File: config.mk
export PLATFORM = sky130hd
export DESIGN_NAME = cfc_frame_track
export DESIGN_NICKNAME = d
export VERILOG_FILES = /design/src/rtl/cfc_pkg.sv /design/src/rtl/cfc_frame_track.sv
export SDC_FILE = /design/constraint.sdc
export NUM_CORES = 1
export LEC_CHECK = 0
export ABC_AREA = 1
export BUFFER_PORTS_ARGS = -buffer_cell sky130_fd_sc_hd__buf_4
export CAP_MARGIN = 15
export CORE_ASPECT_RATIO = 1.4
export CORE_UTILIZATION = 57
export DETAILED_ROUTE_END_ITERATION = 10
export PLACE_DENSITY = 0.84
export RECOVER_POWER = 50
export SLEW_MARGIN = 20
export SYNTH_ARGS = -nofsm -noshare
export SYNTH_HDL_FRONTEND = slang
export SYNTH_SLANG_ARGS = --single-unit
File: constraint.sdc
create_clock -name clk -period 15 [get_ports clk]
set_input_delay 4.5 -clock clk [delete_from_list [all_inputs] [get_ports clk]]
set_output_delay 4.5 -clock clk [all_outputs]
set_load 0.02 [all_outputs]
File: src/rtl/cfc_pkg.sv
`timescale 1ns / 1ps
// cfc_pkg: shared types, constants and the CRC-16-CCITT byte update for the
// CRC-16 frame checker. No dependencies.
package cfc_pkg;

  localparam int BYTE_W   = 8;
  localparam int CRC_W    = 16;
  localparam int STATUS_W = 3;
  localparam int CFG_IDX_W  = 3;
  localparam int CFG_DATA_W = 8;

  localparam logic [CRC_W-1:0] CRC_INIT = 16'hFFFF;
  localparam logic [CRC_W-1:0] CRC_POLY = 16'h1021;
  localparam logic [CRC_W-1:0] CRC_TOP  = 16'h8000;

  localparam logic [STATUS_W-1:0] ST_OK        = 3'd0;
  localparam logic [STATUS_W-1:0] ST_TRUNC     = 3'd1;
  localparam logic [STATUS_W-1:0] ST_BAD_MAGIC = 3'd2;
  localparam logic [STATUS_W-1:0] ST_BAD_VER   = 3'd3;
  localparam logic [STATUS_W-1:0] ST_CRC_ERR   = 3'd4;
  localparam logic [STATUS_W-1:0] ST_BAD_TYPE  = 3'd5;

  localparam logic [CFG_IDX_W-1:0] REG_MAGIC    = 3'd0;
  localparam logic [CFG_IDX_W-1:0] REG_VERSION  = 3'd1;
  localparam logic [CFG_IDX_W-1:0] REG_EXP_LEN  = 3'd2;
  localparam logic [CFG_IDX_W-1:0] REG_EXP_TYPE = 3'd3;
  localparam logic [CFG_IDX_W-1:0] REG_TYPE_EN  = 3'd4;

  localparam logic [BYTE_W-1:0] MAGIC_RST    = 8'd0;
  localparam logic [BYTE_W-1:0] VERSION_RST  = 8'd1;
  localparam logic [BYTE_W-1:0] EXP_LEN_RST  = 8'd26;
  localparam logic [BYTE_W-1:0] EXP_TYPE_RST = 8'd0;

  localparam logic [BYTE_W-1:0] MIN_LEN = 8'd3;
  localparam logic [BYTE_W-1:0] CNT_MAX = 8'hFF;

  typedef struct packed {
    logic [BYTE_W-1:0] magic_value;
    logic [BYTE_W-1:0] version_value;
    logic [BYTE_W-1:0] expected_len;
    logic [BYTE_W-1:0] expected_type;
    logic              type_check_en;
  } cfg_t;

  typedef struct packed {
    logic [STATUS_W-1:0] status;
    logic [BYTE_W-1:0]   frame_type;
    logic [BYTE_W-1:0]   frame_len;
    logic [CRC_W-1:0]    computed_crc;
  } res_t;

  // MSB first, no reflection
  function automatic logic [CRC_W-1:0] crc_byte(input logic [CRC_W-1:0] crc,
                                                input logic [BYTE_W-1:0] b);
    logic [CRC_W-1:0] c;
    c = crc ^ {b, {(CRC_W-BYTE_W){1'b0}}};
    for (int k = 0; k < BYTE_W; k++) begin
      if ((c & CRC_TOP) != '0) c = (c << 1) ^ CRC_POLY;
      else c = c << 1;
    end
    return c;
  endfunction

endpackage

File: src/rtl/cfc_frame_track.sv
`timescale 1ns / 1ps
// cfc_frame_track: per-frame state (count, CRC, header checks, received CRC)
// and the end-of-frame verdict. Depends on cfc_pkg.
module cfc_frame_track (
  input  logic                        clk,
  input  logic                        rst_n,
  input  logic                        step,
  input  logic [cfc_pkg::BYTE_W-1:0]  data_byte,
  input  logic                        last_byte,
  input  cfc_pkg::cfg_t               cfg,
  output cfc_pkg::res_t               res
);
  import cfc_pkg::*;

  logic [BYTE_W-1:0] cnt_r, cnt_nxt;
  logic [CRC_W-1:0]  crc_r, crc_nxt;
  logic              magic_ok_r, magic_ok_nxt;
  logic              ver_ok_r, ver_ok_nxt;
  logic [BYTE_W-1:0] type_r, type_nxt;
  logic [CRC_W-1:0]  rx_crc_r, rx_crc_nxt;
  logic [BYTE_W-1:0] eff_len;
  logic              len_on;

  always_comb begin
    eff_len = cfg.expected_len;
    if (cfg.expected_len == 8'd1 || cfg.expected_len == 8'd2) eff_len = MIN_LEN;
    len_on = (eff_len != '0);

    magic_ok_nxt = (cnt_r == 8'd0) ? (data_byte == cfg.magic_value) : magic_ok_r;
    ver_ok_nxt   = (cnt_r == 8'd1) ? (data_byte == cfg.version_value) : ver_ok_r;
    type_nxt     = (cnt_r == 8'd2) ? data_byte : type_r;

    crc_nxt    = crc_r;
    rx_crc_nxt = rx_crc_r;
    if (len_on) begin
      if (cnt_r < eff_len - 8'd2) crc_nxt = crc_byte(crc_r, data_byte);
      else if (cnt_r == eff_len - 8'd2) rx_crc_nxt = {rx_crc_r[15:8], data_byte};
      else if (cnt_r == eff_len - 8'd1) rx_crc_nxt = {data_byte, rx_crc_r[7:0]};
    end

    cnt_nxt = (cnt_r == CNT_MAX) ? cnt_r : cnt_r + 8'd1;

    if (cnt_nxt < MIN_LEN) res.status = ST_TRUNC;
    else if (!magic_ok_nxt) res.status = ST_BAD_MAGIC;
    else if (!ver_ok_nxt) res.status = ST_BAD_VER;
    else if (len_on && cnt_nxt < eff_len) res.status = ST_TRUNC;
    else if (len_on && crc_nxt != rx_crc_nxt) res.status = ST_CRC_ERR;
    else if (cfg.type_check_en && type_nxt != cfg.expected_type) res.status = ST_BAD_TYPE;
    else res.status = ST_OK;

    res.frame_type   = type_nxt;
    res.frame_len    = cnt_nxt;
    res.computed_crc = crc_nxt;
  end

  always_ff @(posedge clk) begin
    if (!rst_n || (step && last_byte)) begin
      cnt_r      <= '0;
      crc_r      <= CRC_INIT;
      magic_ok_r <= 1'b0;
      ver_ok_r   <= 1'b0;
      type_r     <= '0;
      rx_crc_r   <= '0;
    end else if (step) begin
      cnt_r      <= cnt_nxt;
      crc_r      <= crc_nxt;
      magic_ok_r <= magic_ok_nxt;
      ver_ok_r   <= ver_ok_nxt;
      type_r     <= type_nxt;
      rx_crc_r   <= rx_crc_nxt;
    end
  end

endmodule

==> key figures, run 1 <==
Final layout
  • Share of post-route cells with drive strength above 1: 0.140
  • P&R area growth vs syn: 14.6%
  • Ant diodes: 0
  • Non-Filler Instances: between 800 and 900
  • Nets: 834
  • Fillers: 701

Worst setup path
  • CP most frequent cell: nand2_1
  • Critical path data arrival time: 9.39 ns
  • CP peak stage delay: around 0.53 ns
  • WS Path Type: in2out
  • Slowest CP cell: nand3_1
  • Worst Path Max Fanout: 21
  • CP endpoint kind: primary output
  • CP Launch Type: input port
  • Worst endpoint required time: 10.50 ns

Clock network
  • Cts repair resizes: 0
  • Hold-fix buffers, CTS: 0
  • Clock tree buffer depth: 2
  • Max H-tree Level: 2
  • Setup Buffers After CTS: 0
  • Total CTS buffers: 5
  • CTS tree: built
  • CTS sink cnt: 50
  • Root buf cell: clkbuf_8
  • Clock transition at path regs: 0.10 ns
  • Clk_lat worst skew: 0.31 ns

Die
  • Starting Density: 0.595
  • Die H: 106 µm
  • Die width: 76.6 µm
  • IO Count: 80
  • DIE AREA: 0.00815 mm²
  • Core Region: 0.00745 mm²
  • # rows: 37

GRT
  • Congestion Overflow GR: 0
  • First-pass GRT wire length: 19.9 mm
  • Met2 Track Usage GR: 0.582
  • GR Util met1: 0.337
  • GR peak layer: met2
  • GRT met3 Usage: 0.0232
  • Antenna violations before repair: 0
  • Largest net degree at the start of global routing: between 50 and 60
  • Gr usage total: 0.306
  • Vias in the first global route: 4348

Power and ir drop
  • Power per cell area: 87.1 mW/mm²
  • LEAKAGE: around 2.8 nW
  • Total power: 0.443 mW
  • Worst vdd ir: between 0.04 and 0.05 mV

Logic synthesis
  • Post-Syn Nets: 774
  • Synth Area in Compound Gates: 0.153
  • Synth cell types: 43
  • Synth Area in Simple Gates: 0.320
  • Top-area cell type share of the netlist area: 0.226
  • Cells after synthesis: 708
  • Yosys reg bits: 50
  • Post-synthesis sequential area ratio: 0.226
  • Synth area leaders: dfxtp_1 23%, nand2_1 14%, inv_1 9.3%, xor2_1 8.3%, o21ai_0 6.5%
  • Adder-Cell Fraction of Synth Area: 0.0592
  • Yosys warnings: 0
  • Area leader, netlist: dfxtp_1
  • Mux cell area share after synthesis: 0
  • Largest family of logic cells by synthesized area: simple AND/OR/NAND/NOR gates
  • Average size of a mapped cell: approximately 6.3 µm²
  • Mapped cell area: 0.00444 mm²
  • Synth Area in XOR/XNOR: 0.111

STA
  • Tcrit/Tclk final: 0.926
  • RSZ-0062 raised after global routing: false
  • # setup viols final: 0
  • Final worst path period need: 13.89 ns
  • Worst Tran Pin Value: 2.17 ns
  • Max_slew headroom: -0.448
  • Count of final hold-check violations: 0
  • WHS: 0.485 ns
  • Final Slew Violations: 47
  • Fmax: 72.0 MHz
  • Final setup TNS: 0 ns
  • Worst Clk Skew: 0.00791 ns

Routing
  • WL final: 12.3 mm
  • Initial DRC count: 282
  • Vias post-DR: roughly 4.7k
  • DR pass1 iterations: 5
  • Drt drc: 0
  • Vias per cell: between 5 and 6
  • Antenna viol nets, final: 0
  • Drt wl/cell: about 14 µm

Run
  • Max-cap violations: 1

Place
  • IO Port Bufs: between 70 and 80
  • Final HPWL DP: approximately 9.6 mm
  • GPL Wtd Cong: 0.915
  • Placed cells: 858

Run status
  • Outcome: finished with violations
  • Failing checks: max-capacitance violations, max-slew violations

Min path
  • HP Class: reg2reg
==> worst max-delay path, delay by kind of cell <==
kind            cells  cell delay (ns)
simple gates       17             2.14
compound gates      4             0.99
buf+inv             6             0.98
fa+ha+maj           2             0.61
xor+xnor            1             0.18
==> kinds of logic after synthesis <==
group	after synthesis
AND/OR/NAND/NOR	310
XOR/XNOR	56
flip-flops	50
buffers and inverters	146
AO/OA/AOI/OAI	125
adder cells (fa/ha/maj)	21
==> power breakdown <==
part | internal (mW) | switching (mW) | total, mW | leakage, nW
clock network | 0.0501 | 0.0490 | 0.0991 | 0.0585
logic | 0.0724 | 0.121 | 0.194 | 2.30
registers | 0.142 | 0.00802 | 0.150 | 0.412
==> metrics by stage <==
step / area (µm²) / utilization / setup WS [ns]
floorplan: 4440 / - / 2.18
detailed placement: 5030 / 0.675 / 1.62
finish: 5080 / 0.682 / 1.11
global placement: 5030 / 0.675 / 1.79
CTS: 5140 / 0.690 / 1.60
global route: 5080 / 0.682 / 0.586
==> synthesized netlist by cell type, drive strengths merged <==
master   instances
nand2          171
nor4             4
o211ai           5
nand4           11
xor2            42
clkinv           2
clkbuf          15
xnor2           14
o21a             1
o21ai           70
ha              21
buf             13
nand3           50
nand3b           2
or2              9
nor3b            1
nor3             6
a21o             1
and2             2
dfxtp           50
a31oi            1
a2111oi          2
o21bai           2
nor2            54
a21oi           43
inv            116
==> flip-flops by register name (all words and copies together), names as in the netlist <==
register and count:
crc_r 16, rx_crc_r 16, cnt_r 8, type_r 8
magic_ok_r 1, ver_ok_r 1
==> cell type report <==
class	count	area (µm²)	share of cell area
multi-input combinational	512	2830	0.558
sequential	50	1000	0.197
timing repair buffer	81	571	0.112
inverter	118	443	0.0871
tap	97	121	0.0239
clock buffer	5	68.8	0.0135
clock inverter	3	43.8	0.00862
==> path summary, 6_finish.rpt <==
| check | cells after the start | start | slack (ns) | endpoint |
|---|---|---|---|---|
| max reg2reg | 10 | cnt_r[3] | 12.17 | crc_r[9] |
| min | 2 | type_r[2] | 0.48 | type_r[2] |
| max | 30 | cfg[14] | 1.11 | res[32] |
| min reg2reg | 2 | type_r[2] | 0.48 | type_r[2] |
==> layout by cell type (no fill, tap or decap), types with 5 or more instances in the layout <==
cell type,n
o21ai_1,6
clkbuf_8,5
nor3_1,6
xnor2_1,14
buf_4,71
nand4_1,10
nor2_1,47
dfxtp_1,50
nand2_1,165
inv_2,5
inv_1,110
o21ai_0,64
nand3_1,49
o211ai_1,5
or2_2,7
clkbuf_1,10
ha_1,21
a21oi_1,43
xor2_1,42
==> per-layer routing <==
metal	vias to the layer above	routed length, µm	part of all wire
li1	2361	-	-
met4	0	537	0.044
met1	2123	4840	0.39
met3	41	434	0.035
met5	-	0	0
met2	154	6510	0.53
(Power assumes the default switching activity.)
==> inputs of run 2 (changes only) <==
Settings changed: ABC_CLOCK_PERIOD_IN_PS set to 15000, PLACE_DENSITY 0.84 to 0.8.
==> run 2 against run 1 <==
  * The run still ends with max-capacitance violations, max-slew violations left
  * Clock power rose by 20%
  * Cell count did not move
  * Fmax barely moved
  * Sequential power barely moved
  * Clock-buffer cell count rose by 1
  * Worst hold slack improved by 0.011 ns
  * Clock skew rose by 0.0057 ns
  * Routed wire length fell by 1.4%
  * First-iteration DRC count rose by 6.0%
  * Sequential cell count did not move
  * Critical endpoint unchanged
  * Largest power group unchanged
==> key figures, run 2 (synthesis results as in run 1) <==
Clock network
  • Clk_lat worst skew: 0.32 ns (about the same)
  • Clock transition at path regs: 0.09 ns (about the same)
  • Setup Buffers After CTS: 0 (unchanged)
  • Max H-tree Level: 2 (unchanged)
  • Cts repair resizes: 0 (unchanged)
  • CTS tree: built
  • Clock tree buffer depth: 2 (unchanged)
  • Hold-fix buffers, CTS: 0 (unchanged)
  • Root buf cell: clkbuf_8
  • CTS sink cnt: 50 (unchanged)
  • Total CTS buffers: 5 (unchanged)

Place
  • IO Port Bufs: 79 (unchanged)
  • Final HPWL DP: 9.28 mm (-3.8%)
  • GPL Wtd Cong: 0.908 (-0.80%)

Die
  • Die width: 76.6 µm (unchanged)
  • DIE AREA: 0.00815 mm² (unchanged)
  • IO Count: 80 (unchanged)
  • Die H: 106 µm (unchanged)
  • Core Region: 0.00745 mm² (unchanged)
  • # rows: 37 (unchanged)
  • Starting Density: 0.595 (unchanged)

Worst setup path
  • CP endpoint kind: primary output
  • CP Launch Type: input port
  • R2R cell count: 10 (unchanged)
  • Worst Path Max Fanout: 21 (unchanged)
  • CP most frequent cell: nand2_1
  • Launching point of the worst reg2reg path: cnt_r[6]
  • Critical path data arrival time: 9.38 ns (about the same)
  • Slowest CP cell: nand3_1
  • Worst endpoint required time: 10.50 ns (about the same)
  • Register-to-Register Setup Slack: 12.30 ns (+0.13 ns)
  • WS Path Type: in2out
  • CP peak stage delay: 0.54 ns (about the same)
  • Reg-to-Reg End: crc_r[9]

Final layout
  • Largest registers: crc_r: 16 flops, rx_crc_r: 16 flops
  • Share of post-route cells with drive strength above 1: 0.142 (+0.00130)
  • Commonest non-fill, non-tap cell in the layout: nand2_1
  • Nets: 834 (unchanged)
  • Most frequent cells in the layout: 165 x nand2_1, 110 x inv_1, 71 x buf_4
  • P&R area growth vs syn: 14.9%
  • Final core utilization: 0.684 (+0.00218)
  • Fillers: 692 (-1.3%)
  • Ant diodes: 0 (unchanged)

Routing
  • Drt drc: 0 (unchanged)
  • Vias per cell: 5.34 (-1.1%)
  • DR pass1 iterations: 6 (+1)
  • Initial DRC count: 299 (+6.0%)
  • Drt wl/cell: 14.0 µm (-1.4%)
  • Vias post-DR: 4627 (-1.1%)
  • Antenna viol nets, final: 0 (unchanged)
  • WL final: 12.2 mm (-1.4%)

Min path
  • Hold Crit Depth: 2 (unchanged)
  • HP Class: reg2reg
  • Hold path endpoint: type_r[5]
  • Hold path startpoint: type_r[5]

Power and ir drop
  • Power per cell area: 90.4 mW/mm² (+3.8%)
  • LEAKAGE: 2.79 nW (+0.61%)
  • Total power: 0.461 mW (+4.1%)
  • Worst vdd ir: 0.0495 mV (+14%)

STA
  • Final setup TNS: 0 ns (unchanged)
  • # setup viols final: 0 (unchanged)
  • Max_slew headroom: -0.443 (+0.00505)
  • Fmax: 72.0 MHz (about the same)
  • Final worst path period need: 13.88 ns (-0.00739 ns)
  • Worst Tran Pin Value: 2.16 ns (-0.00757 ns)
  • WHS: 0.495 ns (+0.0108 ns)
  • Final Slew Violations: 47 (unchanged)
  • RSZ-0062 raised after global routing: false
  • Worst Clk Skew: 0.0136 ns (+0.00569 ns)
  • Tcrit/Tclk final: 0.925 (about the same)
  • Count of final hold-check violations: 0 (unchanged)

Run
  • Max-cap violations: 1 (unchanged)

GRT
  • Antenna violations before repair: 0 (unchanged)
  • First-pass GRT wire length: 19.8 mm (-0.41%)
  • Vias in the first global route: 4276 (-1.7%)
  • Largest net degree at the start of global routing: 75 (+36%)
  • Gr usage total: 0.308 (+0.00191)
  • Congestion Overflow GR: 0 (unchanged)

Run status
  • Failing checks: max-capacitance violations, max-slew violations
  • Outcome: finished with violations
-- run 2: cell count changes in the layout (fill, tap and decap cells not counted) --
cell,delta
o21ai_1,-2
bufinv_16,+1
clkbuf_8,+1
clkinv_1,-1
clkinv_2,-1
inv_2,+1
inv_6,-1
nand3_1,+1
nand3_4,-1
nor2_2,+1
nor2_4,-1
o21ai_0,+1
o21ai_2,+1
-- run 2: layout make-up --
cell class	count	area (µm²)	area share
inverters	118	443	0.0869
flip-flops and latches	50	1000	0.196
well taps	97	121	0.0238
multi-input cells	512	2820	0.553
clock buffers	6	82.6	0.0162
clock inverters	2	60.1	0.0118
repair buffers	81	571	0.112
-- run 2: worst max-delay path: cells and delay by family --
family,cells,cell delay (ns)
AND/OR/NAND/NOR,19,2.51
buffers and inverters,5,0.79
AO/OA/AOI/OAI,3,0.77
adder cells (fa/ha/maj),2,0.62
XOR/XNOR,1,0.19
-- run 2: metrics by stage --
stage,cell area (µm²),setup WS [ns],cells
final,5100,1.12,866
after global routing,5100,0.498,866
after CTS,5170,1.58,866
after detailed placement,5030,1.60,858
after global placement,5030,1.77,858
after floorplan,4440,2.18,708
-- run 2: power by group --
part | total (mW) | internal, mW | switching [mW] | leakage, nW
sequential | 0.150 | 0.142 | 0.00802 | 0.412
clock | 0.119 | 0.0711 | 0.0479 | 0.0714
combinational | 0.192 | 0.0725 | 0.120 | 2.30
total | 0.461 | 0.285 | 0.176 | 2.79
-- run 2: how the worst max path moves through the flow --
| stage | from | end | slack [ns] | cells after the start |
|---|---|---|---|---|
| global placement | cfg[14] | res[32] | 1.77 | 30 |
| detailed placement | cfg[14] | res[32] | 1.60 | 30 |
| finish | cfg[12] | res[32] | 1.12 | 30 |
| floorplan | cfg[15] | res[32] | 2.18 | 26 |
| CTS | cfg[14] | res[32] | 1.58 | 30 |
| global route | cfg[12] | res[32] | 0.50 | 30 |
-- run 2: metal layers --
layer  share of wire  global-route usage
met1            0.41               0.328
met3           0.031              0.0326
met5               0                   0
met4           0.042               0.157
met2            0.52               0.590
